File: config.mk
export PLATFORM = sky130hd
export DESIGN_NAME = mcmf_ctrl
export DESIGN_NICKNAME = d
export VERILOG_FILES = /design/src/mcmf_pkg.sv /design/src/mcmf_ctrl.sv
export SDC_FILE = /design/constraint.sdc
export NUM_CORES = 1
export LEC_CHECK = 0
export BUFFER_PORTS_ARGS = -buffer_cell sky130_fd_sc_hd__buf_2
export CELL_PAD_IN_SITES_DETAIL_PLACEMENT = 0
export CELL_PAD_IN_SITES_GLOBAL_PLACEMENT = 1
export CORE_MARGIN = 2
export CORE_UTILIZATION = 34
export CTS_CLUSTER_DIAMETER = 200
export DETAILED_ROUTE_END_ITERATION = 8
export GPL_ROUTABILITY_DRIVEN = 0
export GPL_TIMING_DRIVEN = 0
export PLACE_DENSITY_LB_ADDON = 0.1
export RECOVER_POWER = 25
export REMOVE_ABC_BUFFERS = 1
export SLEW_MARGIN = 0
export SYNTH_ARGS = -nofsm -noshare
export SYNTH_HDL_FRONTEND = slang
export SYNTH_SLANG_ARGS = --single-unit
File: constraint.sdc
create_clock -name clk -period 3.7 [get_ports clk]
set_input_delay 0.37 -clock clk [delete_from_list [all_inputs] [get_ports clk]]
set_output_delay 0.37 -clock clk [all_outputs]
set_load 0.03 [all_outputs]
File: src/mcmf_pkg.sv
// ----------------------------------------------------------------------------
// Min-cut / max-flow package
// Shared widths, codes and the command and status bundles that join the
// controller to the datapath.
// ----------------------------------------------------------------------------
package mcmf_pkg;

  localparam int NODE_W        = 5;
  localparam int MAT_W         = 26;
  localparam int RES_W         = MAT_W + 1;
  localparam int CNT_W         = 7;
  localparam int MAX_RESULTS   = 64;
  localparam int NODE_RESET    = 16;
  localparam int DEF_MAX_NODES = 16;
  localparam int DEF_MAX_EDGES = 1024;
  localparam int DEF_CAP_WIDTH = 16;

  localparam logic OP_ADD = 1'b0;
  localparam logic OP_RUN = 1'b1;

  typedef struct packed {
    logic load_add;
    logic add_rd;
    logic add_w1;
    logic add_w2;
    logic copy_rd;
    logic bfs_init;
    logic bfs_pop;
    logic bfs_rd;
    logic aug_init;
    logic aug_rd;
    logic aug_min;
    logic sub_rd;
    logic sub_w1;
    logic sub_w2;
    logic cut_init;
    logic cut_rd;
    logic sel_rd;
    logic emit_load;
    logic empty_load;
    logic finish;
  } mcmf_cmd_t;

  typedef struct packed {
    logic add_ok;
    logic k_last;
    logic i_last;
    logic q_empty;
    logic sink_hit;
    logic par_zero;
    logic cut_none;
    logic out_free;
    logic emit_last;
  } mcmf_stat_t;

endpackage

File: src/mcmf_ctrl.sv
// ----------------------------------------------------------------------------
// Min-cut / max-flow controller
// Sequences edge loads, the residual copy, the breadth-first search, path
// augmentation, the cut sweep and the ordered emission of cut edges.
// ----------------------------------------------------------------------------
module mcmf_ctrl (
  input  logic                  clk,
  input  logic                  rst,
  input  logic                  in_valid,
  input  logic                  op,
  input  mcmf_pkg::mcmf_stat_t  stat,
  output mcmf_pkg::mcmf_cmd_t   cmd,
  output logic                  in_stall
);
  import mcmf_pkg::*;

  localparam logic [4:0] S_IDLE       = 5'd0;
  localparam logic [4:0] S_ADD_RD     = 5'd1;
  localparam logic [4:0] S_ADD_W1     = 5'd2;
  localparam logic [4:0] S_ADD_W2     = 5'd3;
  localparam logic [4:0] S_COPY       = 5'd4;
  localparam logic [4:0] S_COPY_DRAIN = 5'd5;
  localparam logic [4:0] S_BFS_INIT   = 5'd6;
  localparam logic [4:0] S_BFS_POP    = 5'd7;
  localparam logic [4:0] S_BFS_SCAN   = 5'd8;
  localparam logic [4:0] S_BFS_DRAIN  = 5'd9;
  localparam logic [4:0] S_AUG_RD     = 5'd10;
  localparam logic [4:0] S_AUG_MIN    = 5'd11;
  localparam logic [4:0] S_SUB_RD     = 5'd12;
  localparam logic [4:0] S_SUB_W1     = 5'd13;
  localparam logic [4:0] S_SUB_W2     = 5'd14;
  localparam logic [4:0] S_CUT        = 5'd15;
  localparam logic [4:0] S_CUT_DRAIN  = 5'd16;
  localparam logic [4:0] S_CUT_DONE   = 5'd17;
  localparam logic [4:0] S_SEL        = 5'd18;
  localparam logic [4:0] S_SEL_DRAIN  = 5'd19;
  localparam logic [4:0] S_EMIT       = 5'd20;
  localparam logic [4:0] S_EMPTY      = 5'd21;

  logic [4:0] state;
  logic [4:0] state_next;

  always_ff @(posedge clk) begin
    if (rst) begin
      state <= S_IDLE;
    end else begin
      state <= state_next;
    end
  end

  assign in_stall = (state != S_IDLE);

  always_comb begin
    cmd        = '0;
    state_next = state;
    case (state)
      S_IDLE: begin
        if (in_valid) begin
          if (op == OP_ADD) begin
            cmd.load_add = 1'b1;
            state_next   = S_ADD_RD;
          end else begin
            state_next = S_COPY;
          end
        end
      end
      S_ADD_RD: begin
        if (stat.add_ok) begin
          cmd.add_rd = 1'b1;
          state_next = S_ADD_W1;
        end else begin
          state_next = S_IDLE;
        end
      end
      S_ADD_W1: begin
        cmd.add_w1 = 1'b1;
        state_next = S_ADD_W2;
      end
      S_ADD_W2: begin
        cmd.add_w2 = 1'b1;
        state_next = S_IDLE;
      end
      S_COPY: begin
        cmd.copy_rd = 1'b1;
        if (stat.k_last) state_next = S_COPY_DRAIN;
      end
      S_COPY_DRAIN: begin
        state_next = S_BFS_INIT;
      end
      S_BFS_INIT: begin
        cmd.bfs_init = 1'b1;
        state_next   = S_BFS_POP;
      end
      S_BFS_POP: begin
        if (stat.sink_hit) begin
          cmd.aug_init = 1'b1;
          state_next   = S_AUG_RD;
        end else if (stat.q_empty) begin
          cmd.cut_init = 1'b1;
          state_next   = S_CUT;
        end else begin
          cmd.bfs_pop = 1'b1;
          state_next  = S_BFS_SCAN;
        end
      end
      S_BFS_SCAN: begin
        cmd.bfs_rd = 1'b1;
        if (stat.i_last) state_next = S_BFS_DRAIN;
      end
      S_BFS_DRAIN: begin
        state_next = S_BFS_POP;
      end
      S_AUG_RD: begin
        cmd.aug_rd = 1'b1;
        state_next = S_AUG_MIN;
      end
      S_AUG_MIN: begin
        cmd.aug_min = 1'b1;
        state_next  = stat.par_zero ? S_SUB_RD : S_AUG_RD;
      end
      S_SUB_RD: begin
        cmd.sub_rd = 1'b1;
        state_next = S_SUB_W1;
      end
      S_SUB_W1: begin
        cmd.sub_w1 = 1'b1;
        state_next = S_SUB_W2;
      end
      S_SUB_W2: begin
        cmd.sub_w2 = 1'b1;
        state_next = stat.par_zero ? S_BFS_INIT : S_SUB_RD;
      end
      S_CUT: begin
        cmd.cut_rd = 1'b1;
        if (stat.k_last) state_next = S_CUT_DRAIN;
      end
      S_CUT_DRAIN: begin
        state_next = S_CUT_DONE;
      end
      S_CUT_DONE: begin
        state_next = stat.cut_none ? S_EMPTY : S_SEL;
      end
      S_SEL: begin
        cmd.sel_rd = 1'b1;
        if (stat.k_last) state_next = S_SEL_DRAIN;
      end
      S_SEL_DRAIN: begin
        state_next = S_EMIT;
      end
      S_EMIT: begin
        if (stat.out_free) begin
          cmd.emit_load = 1'b1;
          if (stat.emit_last) begin
            cmd.finish = 1'b1;
            state_next = S_IDLE;
          end else begin
            state_next = S_SEL;
          end
        end
      end
      S_EMPTY: begin
        if (stat.out_free) begin
          cmd.empty_load = 1'b1;
          cmd.finish     = 1'b1;
          state_next     = S_IDLE;
        end
      end
      default: begin
        state_next = S_IDLE;
      end
    endcase
  end

endmodule

# Word-level counts from Yosys, hierarchy flattened
# Index checks and enable logic that the tools add are counted.
[totals]
reg_bits = 5
input_bits = 13
ramBits = 0
romBits = 0
out_inout_bits = 21
memories = 0
latchBits = 0
word_cells = 81
[op_classes]
addsub = 0
mux = 48
order_cmp = 0
n_shift = 0
div = 0
bitwise_logic = 0
n_eq_ne = 28
n_mul = 0
reduce_logical = 4
[op_table]
columns = ["op", "n"]
rows = [
  ["5-bit case mux with 20 select lines", 1],
  ["5-bit 2-to-1 mux", 9],
  ["5-bit by 4-bit equality test with 1-bit output, second input constant", 8],
  ["5-bit equality test, second input constant", 6],
  ["1-bit 2-to-1 mux", 30],
  ["5-bit by 3-bit equality test with 1-bit output, second input constant", 4],
  ["2-bit != test, second input constant", 7],
  ["3-bit 2-to-1 mux", 4],
  ["5-bit by 2-bit equality test with 1-bit output, second input constant", 2],
  ["7-bit AND reduction", 1],
  ["5-bit by 1-bit equality test with 1-bit output, second input constant", 1],
  ["5-bit logical NOT", 1],
  ["5-bit nonzero test", 1],
  ["2-bit 2-to-1 mux", 2],
  ["4-bit 2-to-1 mux", 1],
  ["1-bit case mux with 2 select lines", 1],
  ["2-bit OR reduction", 1],
]

# Logic depth before layout (Yosys ltp)
# Gate-level depths: netlist of run 1.
[logic_depth]
word_depth = 3
depth_mapped = 7
depth_no_buf = 5

# Least setup slack after synthesis of run 1
# OpenSTA, ideal clock, no wires.
[synth_path]
path_kind = "flip-flop to output port"
from = "reg state[0]"
to = "out cmd[19] (netlist bit)"
required_time_ps = 3330
arrival_ps = 1998
n_path_buf = 2
stages_incl_launch_ff = 6
setup_slack_ps = 1332
path_cell_list = "dfxtp_1 buf_6 or2_2 buf_6 or2_2 nor3b_1"
[synth_rtl]
columns = ["item", "line", "rtl"]
rows = [
  ["from (decl)", "mcmf_ctrl.sv:40", "logic [4:0] state;"],
  ["from (signal assigned)", "mcmf_ctrl.sv:47", "state <= state_next;"],
  ["to (decl)", "mcmf_ctrl.sv:12", "output mcmf_pkg::mcmf_cmd_t cmd,"],
]

==> results of run 1 <==
==> synth_stat cells (2+ instances only) <==
| cell | instances | area (µm²) |
|---|---|---|
| sky130_fd_sc_hd__nand2b_1 | 6 | 37.5 |
| sky130_fd_sc_hd__inv_1 | 4 | 15.0 |
| sky130_fd_sc_hd__nand2_1 | 8 | 30.0 |
| sky130_fd_sc_hd__buf_6 | 3 | 33.8 |
| sky130_fd_sc_hd__nor2b_1 | 4 | 25.0 |
| sky130_fd_sc_hd__nor3b_1 | 2 | 15.0 |
| sky130_fd_sc_hd__nor2_1 | 26 | 97.6 |
| sky130_fd_sc_hd__o21ai_1 | 3 | 15.0 |
| sky130_fd_sc_hd__a211o_1 | 2 | 17.5 |
| sky130_fd_sc_hd__dfxtp_1 | 5 | 100 |
| sky130_fd_sc_hd__a31oi_1 | 2 | 12.5 |
| sky130_fd_sc_hd__clkbuf_1 | 2 | 7.51 |
| sky130_fd_sc_hd__o32ai_1 | 2 | 17.5 |
| sky130_fd_sc_hd__or3_1 | 5 | 31.3 |
| sky130_fd_sc_hd__a21oi_1 | 7 | 35.0 |
| sky130_fd_sc_hd__nand3_1 | 4 | 20.0 |
| sky130_fd_sc_hd__nand4_1 | 2 | 12.5 |
| sky130_fd_sc_hd__buf_2 | 4 | 20.0 |
| sky130_fd_sc_hd__nor3_1 | 5 | 25.0 |
| sky130_fd_sc_hd__or2_2 | 4 | 25.0 |
==> cell families after synthesis <==
kind of cell	Yosys count	synth area share (%)
multiplexers	1	1.23
flip-flops	5	12.3
AND/OR/NAND/NOR	73	47.1
AO/OA/AOI/OAI	29	28.5
buffers and inverters	15	10.8
==> worst max-delay path, stage by stage, from the launching register on <==
cell	delay, ns
sky130_fd_sc_hd__dfxtp_1	0.74
sky130_fd_sc_hd__or3b_1	0.44
sky130_fd_sc_hd__or2_2	0.36
sky130_fd_sc_hd__nor3_1	0.14
sky130_fd_sc_hd__buf_2	0.22
==> per-layer routing <==
| metal | routed length [µm] | track usage [%] | share of wire [%] | vias up |
|---|---|---|---|---|
| met1 | 1170 | 26.1 | 49 | 427 |
| met5 | 0 | 0 | 0 | - |
| li1 | - | - | - | 499 |
| met2 | 1050 | 29.4 | 45 | 32 |
| met3 | 131 | 4.80 | 5.5 | 2 |
| met4 | 14 | 2.99 | 0.59 | 0 |
==> worst max-delay path by stage <==
stage | startpoint | endpoint | slack [ns] | cells past startpoint
after detailed placement | state[2] | cmd[13] | 1.44 | 4
after global placement | state[2] | cmd[13] | 1.46 | 4
after floorplan | state[2] | cmd[19] | 1.25 | 3
final | state[2] | cmd[13] | 1.20 | 4
after global routing | state[2] | cmd[13] | 1.03 | 4
after CTS | state[2] | cmd[13] | 1.18 | 4
==> stage by stage <==
step | setup WS [ns] | instances | util, % | power, mW
after global placement | 1.46 | 174 | 42.2 | 0.414
after detailed placement | 1.44 | 174 | 42.2 | 0.414
after floorplan | 1.25 | 113 | - | 0.332
after global routing | 1.03 | 178 | 43.0 | 0.516
final | 1.20 | 178 | 43.0 | 0.473
after CTS | 1.18 | 178 | 43.4 | 0.479
==> where the power goes <==
group          total, mW  switching, mW  leakage, nW  internal, mW
registers          0.129         0.0626       0.0408        0.0662
logic              0.283          0.163        0.364         0.119
clock network     0.0615         0.0209       0.0150        0.0407
total              0.473          0.247        0.419         0.226
==> final cells by class <==
cell class | count | area, µm²
Timing Repair Buffer | 33 | 160
Tap cell | 28 | 35.0
Sequential cell | 5 | 100
Fill cell | 260 | 1270
Multi-Input combinational cell | 103 | 621
Clock buffer | 4 | 26.3
Inverter | 5 | 18.8
==> insert_results.sql, run 1 <==
INSERT INTO impl_metrics (metric_group, metric, value, unit) VALUES
('run_status', 'status', 'finished, final reports clean', ''),
('logic_synthesis', 'synthCells', '123', ''),
('detailed_routing', 'drt_wl_total', '2370', 'µm'),
('clock_tree', 'cts.path.max_buffers', '2', ''),
('timing', 'setup_skew_after_layout', '0.00212', 'ns'),
('logic_synthesis', 'synth.cell_area', '812', 'µm²'),
('clock_tree', 'cts_tree', 'done', ''),
('die', 'io-pin-count', '34', ''),
('clock_tree', 'cts_root_buf', 'sky130_fd_sc_hd__clkbuf_4', ''),
('clock_tree', 'post-cts-setup-buffers', '0', ''),
('layout', 'final_nets', '164', ''),
('layout', 'registers.top_by_ff_count', 'state', ''),
('setup_path', 'r2r_slack', '1.52', 'ns'),
('global_routing', 'grt-ovfl-total', '0', ''),
('detailed_routing', 'firstDrtPassIters', '4', ''),
('timing', 'finalHoldViolCount', '0', ''),
('die', 'rows', '17', ''),
('global_routing', 'gr-usage-all-layers', '18.7', '%'),
('global_routing', 'first_global_vias', '853', ''),
('die', 'die_y', '52.9', 'µm'),
('min_path', 'timing.hold.worst.class', 'in2reg', ''),
('timing', 'max_slew_margin', '55.0', '%'),
('timing', 'fmax', '400', 'MHz'),
('setup_path', 'worst-path-max-fanout', '23', ''),
('layout', 'largest_registers', 'state: 5 flops', ''),
('clock_tree', 'clock_sink_count', '5', ''),
('detailed_routing', 'drt-wirelength-per-cell', '13.3', 'µm'),
('die', 'initial_core_util', '36.4', '%'),
('die', 'die_width', '52.9', 'µm'),
('detailed_routing', 'route.detailed.drc', '0', ''),
('setup_path', 'critPathKind', 'reg2out', ''),
('logic_synthesis', 'synth_area_per_cell', '6.60', 'µm²'),
('detailed_routing', 'route.vias.total', '960', ''),
('logic_synthesis', 'postSynth.asyncResetShare', '0', '%'),
('layout', 'largest_register_ffs', '5', ''),
('timing', 'final.period_utilization', '67.6', '%'),
('timing', 'shortest_period_the_worst_path_allows', '2.50', 'ns'),
('layout', 'area_growth', '18.3', '%'),
('detailed_routing', 'drt_first_iter_violations', '25', ''),
('setup_path', 'worst-r2r-cell-count', '5', ''),
('global_routing', 'antenna_violations_before_repair', '0', ''),
('min_path', 'min_delay_worst_endpoint', 'state[3]', ''),
('detailed_routing', 'ant_nets', '0', ''),
('clock_tree', 'post_cts_resized', '0', ''),
('logic_synthesis', 'sequential_element_share_of_the_synthesized_area', '12.3', '%'),
('layout', 'num_antenna_cells', '0', ''),
('timing', 'timing_worst_slew_pin_value', '0.673', 'ns'),
('timing', 'setup-violations-final', '0', ''),
('logic_synthesis', 'ys_seq_elements', '5', ''),
('timing', 'worst_hold_slack', '0.365', 'ns'),
('place', 'io_buffers', '33', ''),
('die', 'floorplan.core_area', '0.00223', 'mm²'),
('setup_path', 'cp_data_required_time', '3.33', 'ns'),
('clock_tree', 'cts.htree.levels', '1', ''),
('clock_tree', 'clkLatencyLatePin', '0.24', 'ns'),
('pwr', 'vdd.ir_drop.worst', '0.513', 'mV'),
('logic_synthesis', 'ys_types', '43', ''),
('global_routing', 'grt_max_degree', '24', ''),
('setup_path', 'timing.critical_path.from_type', 'register', ''),
('logic_synthesis', 'synth_edf_count', '0', ''),
('timing', 'rsz0062_at_grt', 'false', ''),
('global_routing', 'grt_pass1_wl', '3880', 'µm'),
('setup_path', 'cp-end-kind', 'output pin', ''),
('place', 'detailedPlacementHpwl', '1770', 'µm'),
('clock_tree', 'numCtsBuffers', '3', ''),
('logic_synthesis', 'postSynth.topFlopCell', 'sky130_fd_sc_hd__dfxtp_1', ''),
('detailed_routing', 'avgViaCountPerCell', '5.39', ''),
('setup_path', 'reg2reg_end', 'state[4]', ''),
('die', 'die_area', '0.00280', 'mm²'),
('clock_tree', 'cts.reportedPaths.clkPinSlew', '0.04', 'ns'),
('setup_path', 'regToRegStartpoint', 'state[4]', '');
Note: power is estimated with default switching activity, not from simulation.
==> run 2: changes to the inputs <==
--- a/config.mk
+++ b/config.mk
@@ -8,8 +8,9 @@
 export BUFFER_PORTS_ARGS = -buffer_cell sky130_fd_sc_hd__buf_2
 export CELL_PAD_IN_SITES_DETAIL_PLACEMENT = 0
 export CELL_PAD_IN_SITES_GLOBAL_PLACEMENT = 1
+export CORE_ASPECT_RATIO = 2
 export CORE_MARGIN = 2
-export CORE_UTILIZATION = 34
+export CORE_UTILIZATION = 28
 export CTS_CLUSTER_DIAMETER = 200
 export DETAILED_ROUTE_END_ITERATION = 8
 export GPL_ROUTABILITY_DRIVEN = 0
==> constraint.sdc (replaced) <==
create_clock -name clk -period 2.25 [get_ports clk]
set_input_delay 0.225 -clock clk [delete_from_list [all_inputs] [get_ports clk]]
set_output_delay 0.225 -clock clk [all_outputs]
set_load 0.03 [all_outputs]
==> run 2 against run 1 <==
Flip-flop and latch count is the same; clock skew hardly changed; largest power group unchanged; non-clock buffer count unchanged; cell count rose by 0.56%; worst hold slack worse by 0.13 ns; wire length rose by 18%; sequential share of layout area increased by 0.54 points; clock power rose to 2.7 times the previous value; register-to-register slack lost 1.3 ns; critical endpoint is now cmd[19]; die area is 21% higher; combinational power grew 66%; setup slack got worse by 1.0 ns.
==> insert_results.sql, run 2 (synthesis gave the netlist of run 1 again) <==
INSERT INTO impl_metrics (metric_group, metric, value, unit) VALUES
('die', 'rows', '27', ''),
('clock_tree', 'clkLatencyLatePin', '0.22', 'ns'),
('clock_tree', 'cts_tree', 'done', ''),
('clock_tree', 'cts.htree.levels', '1', ''),
('setup_path', 'worst-path-max-fanout', '21', ''),
('clock_tree', 'cts_root_buf', 'sky130_fd_sc_hd__clkbuf_8', ''),
('timing', 'max_slew_margin', '66.9', '%'),
('layout', 'area_growth', '22.3', '%'),
('detailed_routing', 'avgViaCountPerCell', '5.51', ''),
('pwr', 'power.static_leakage', '0.442', 'nW'),
('detailed_routing', 'drt-wirelength-per-cell', '15.5', 'µm'),
('timing', 'rsz0062_at_grt', 'false', ''),
('layout', 'num_antenna_cells', '0', ''),
('layout', 'fin_area', '993', 'µm²'),
('layout', 'largest_register_ffs', '5', ''),
('layout', 'most_common_cell_after_layout_fill_and_taps_aside', 'sky130_fd_sc_hd__buf_2', ''),
('place', 'postPlaceCellArea', '945', 'µm²'),
('timing', 'fmax', '482', 'MHz'),
('setup_path', 'cp-end-kind', 'output pin', ''),
('die', 'die_y', '80.2', 'µm'),
('timing', 'finalHoldViolCount', '0', ''),
('place', 'post-place-ws', '0.0719', 'ns'),
('die', 'floorplan.core_area', '0.00277', 'mm²'),
('setup_path', 'cp_data_required_time', '2.03', 'ns'),
('clock_tree', 'clock_sink_count', '5', ''),
('die', 'initial_core_util', '29.3', '%'),
('detailed_routing', 'drt_wl_total', '2780', 'µm'),
('place', 'numPlacedInstances', '175', ''),
('global_routing', 'grt_max_degree', '24', ''),
('setup_path', 'worstPathCellList', 'or3_1 -> or2_2 -> nor3b_1 -> buf_2', ''),
('layout', 'final_nets', '164', ''),
('timing', 'worst_hold_slack', '0.232', 'ns'),
('timing', 'final.period_utilization', '92.2', '%'),
('timing', 'timing_worst_slew_pin_value', '0.484', 'ns'),
('timing', 'setup_skew_after_layout', '0.00225', 'ns'),
('global_routing', 'antenna_violations_before_repair', '0', ''),
('setup_path', 'timing.critical_path.arrival', '1.85', 'ns'),
('clock_tree', 'cts-hold-fix-buffers', '0', ''),
('detailed_routing', 'route.detailed.drc', '0', ''),
('clock_tree', 'cts.reportedPaths.clkPinSlew', '0.03', 'ns'),
('timing', 'setup-violations-final', '0', ''),
('timing', 'postLayoutSetupSlackWorst', '0.176', 'ns'),
('pwr', 'cellPowerDensity', '860', 'mW/mm²'),
('detailed_routing', 'route.vias.total', '986', ''),
('detailed_routing', 'firstDrtPassIters', '4', ''),
('layout', 'layout_filler_cell_count', '324', ''),
('detailed_routing', 'drt_first_iter_violations', '16', ''),
('clock_tree', 'post-cts-setup-buffers', '0', ''),
('timing', 'timing.final.max_slew_violations', '0', ''),
('global_routing', 'first_global_vias', '985', ''),
('layout', 'drive_gt1_share', '33.3', '%'),
('clock_tree', 'cts.path.max_buffers', '2', ''),
('run_status', 'status', 'finished, final reports clean', ''),
('setup_path', 'critPathKind', 'reg2out', ''),
('global_routing', 'grt-ovfl-total', '0', ''),
('setup_path', 'timing.critical_path.from_type', 'register', ''),
('layout', 'registers.top_by_ff_count', 'state', ''),
('setup_path', 'critPathSlowestCell', 'sky130_fd_sc_hd__or3_1', ''),
('layout', 'most-common-layout-cells', 'sky130_fd_sc_hd__buf_2, sky130_fd_sc_hd__nor2_1, sky130_fd_sc_hd__nand2_1', ''),
('place', 'detailedPlacementHpwl', '2180', 'µm'),
('flow_run', 'maxCapViolations', '0', ''),
('layout', 'largest_registers', 'state: 5 flops', ''),
('pwr', 'total_power', '0.854', 'mW'),
('die', 'io-pin-count', '34', ''),
('detailed_routing', 'ant_nets', '0', ''),
('timing', 'shortest_period_the_worst_path_allows', '2.07', 'ns'),
('layout', 'ff_latch_area', '109', 'µm²'),
('min_path', 'timing.hold.worst.class', 'in2reg', ''),
('global_routing', 'gr-usage-all-layers', '17.4', '%'),
('die', 'die_area', '0.00337', 'mm²'),
('place', 'io_buffers', '33', ''),
('layout', 'final_cell_count_no_fill', '179', ''),
('die', 'die_width', '42.1', 'µm'),
('clock_tree', 'numCtsBuffers', '3', ''),
('layout', 'multiInputGateArea', '621', 'µm²'),
('setup_path', 'worst_path_largest_cell_delay', '0.47', 'ns'),
('pwr', 'vdd.ir_drop.worst', '0.623', 'mV'),
('global_routing', 'grt_pass1_wl', '4650', 'µm');
-- run 2: path summary, 6_finish.rpt --
check	slack (ns)	to	depth (start not counted)	from
min reg2reg	0.65	state[0]	2	state[0]
min	0.23	state[3]	2	rst
max	0.18	cmd[19]	4	state[4]
max reg2reg	0.24	state[4]	5	state[4]
-- run 2: per-layer routing --
metal	global-route usage, %	up-vias	share of wire [%]
li1	-	501	-
met1	18.3	456	38
met2	35.9	26	57
met3	1.12	3	3.4
met4	3.75	0	0.97
met5	0	-	0
-- run 2: what timing repair did --
item,in CTS,in global routing
endpoints found under the hold margin,0,0
setup endpoints to repair,4,7
cloned,0,0
gates resized for setup,2,4
-- run 2: final cells by class --
class	count	share of cell area, %
Clock buffer	4	4.53
Inverter	5	1.89
Multi-Input combinational cell	103	62.5
Sequential cell	5	11.0
Tap cell	29	3.65
Timing Repair Buffer	33	16.5
-- run 2: power breakdown --
part	internal, mW	leakage, nW	switching (mW)
clock network	0.121	0.0228	0.0427
logic	0.198	0.376	0.271
registers	0.116	0.0432	0.105
-- run 2: worst max-delay path: cells and delay by family, from the launching register on --
kind | cells | cell delay [ns]
simple gates | 3 | 0.98
flops | 1 | 0.42
buf+inv | 1 | 0.22
-- run 2: through the flow --
step           util [%]  TNS [ns]
6_report           35.9         0
5_1_grt            35.9         0
4_1_cts            35.8         0
3_5_place_dp       34.1         0
3_3_place_gp       34.1         0
2_1_floorplan         -   -0.0539
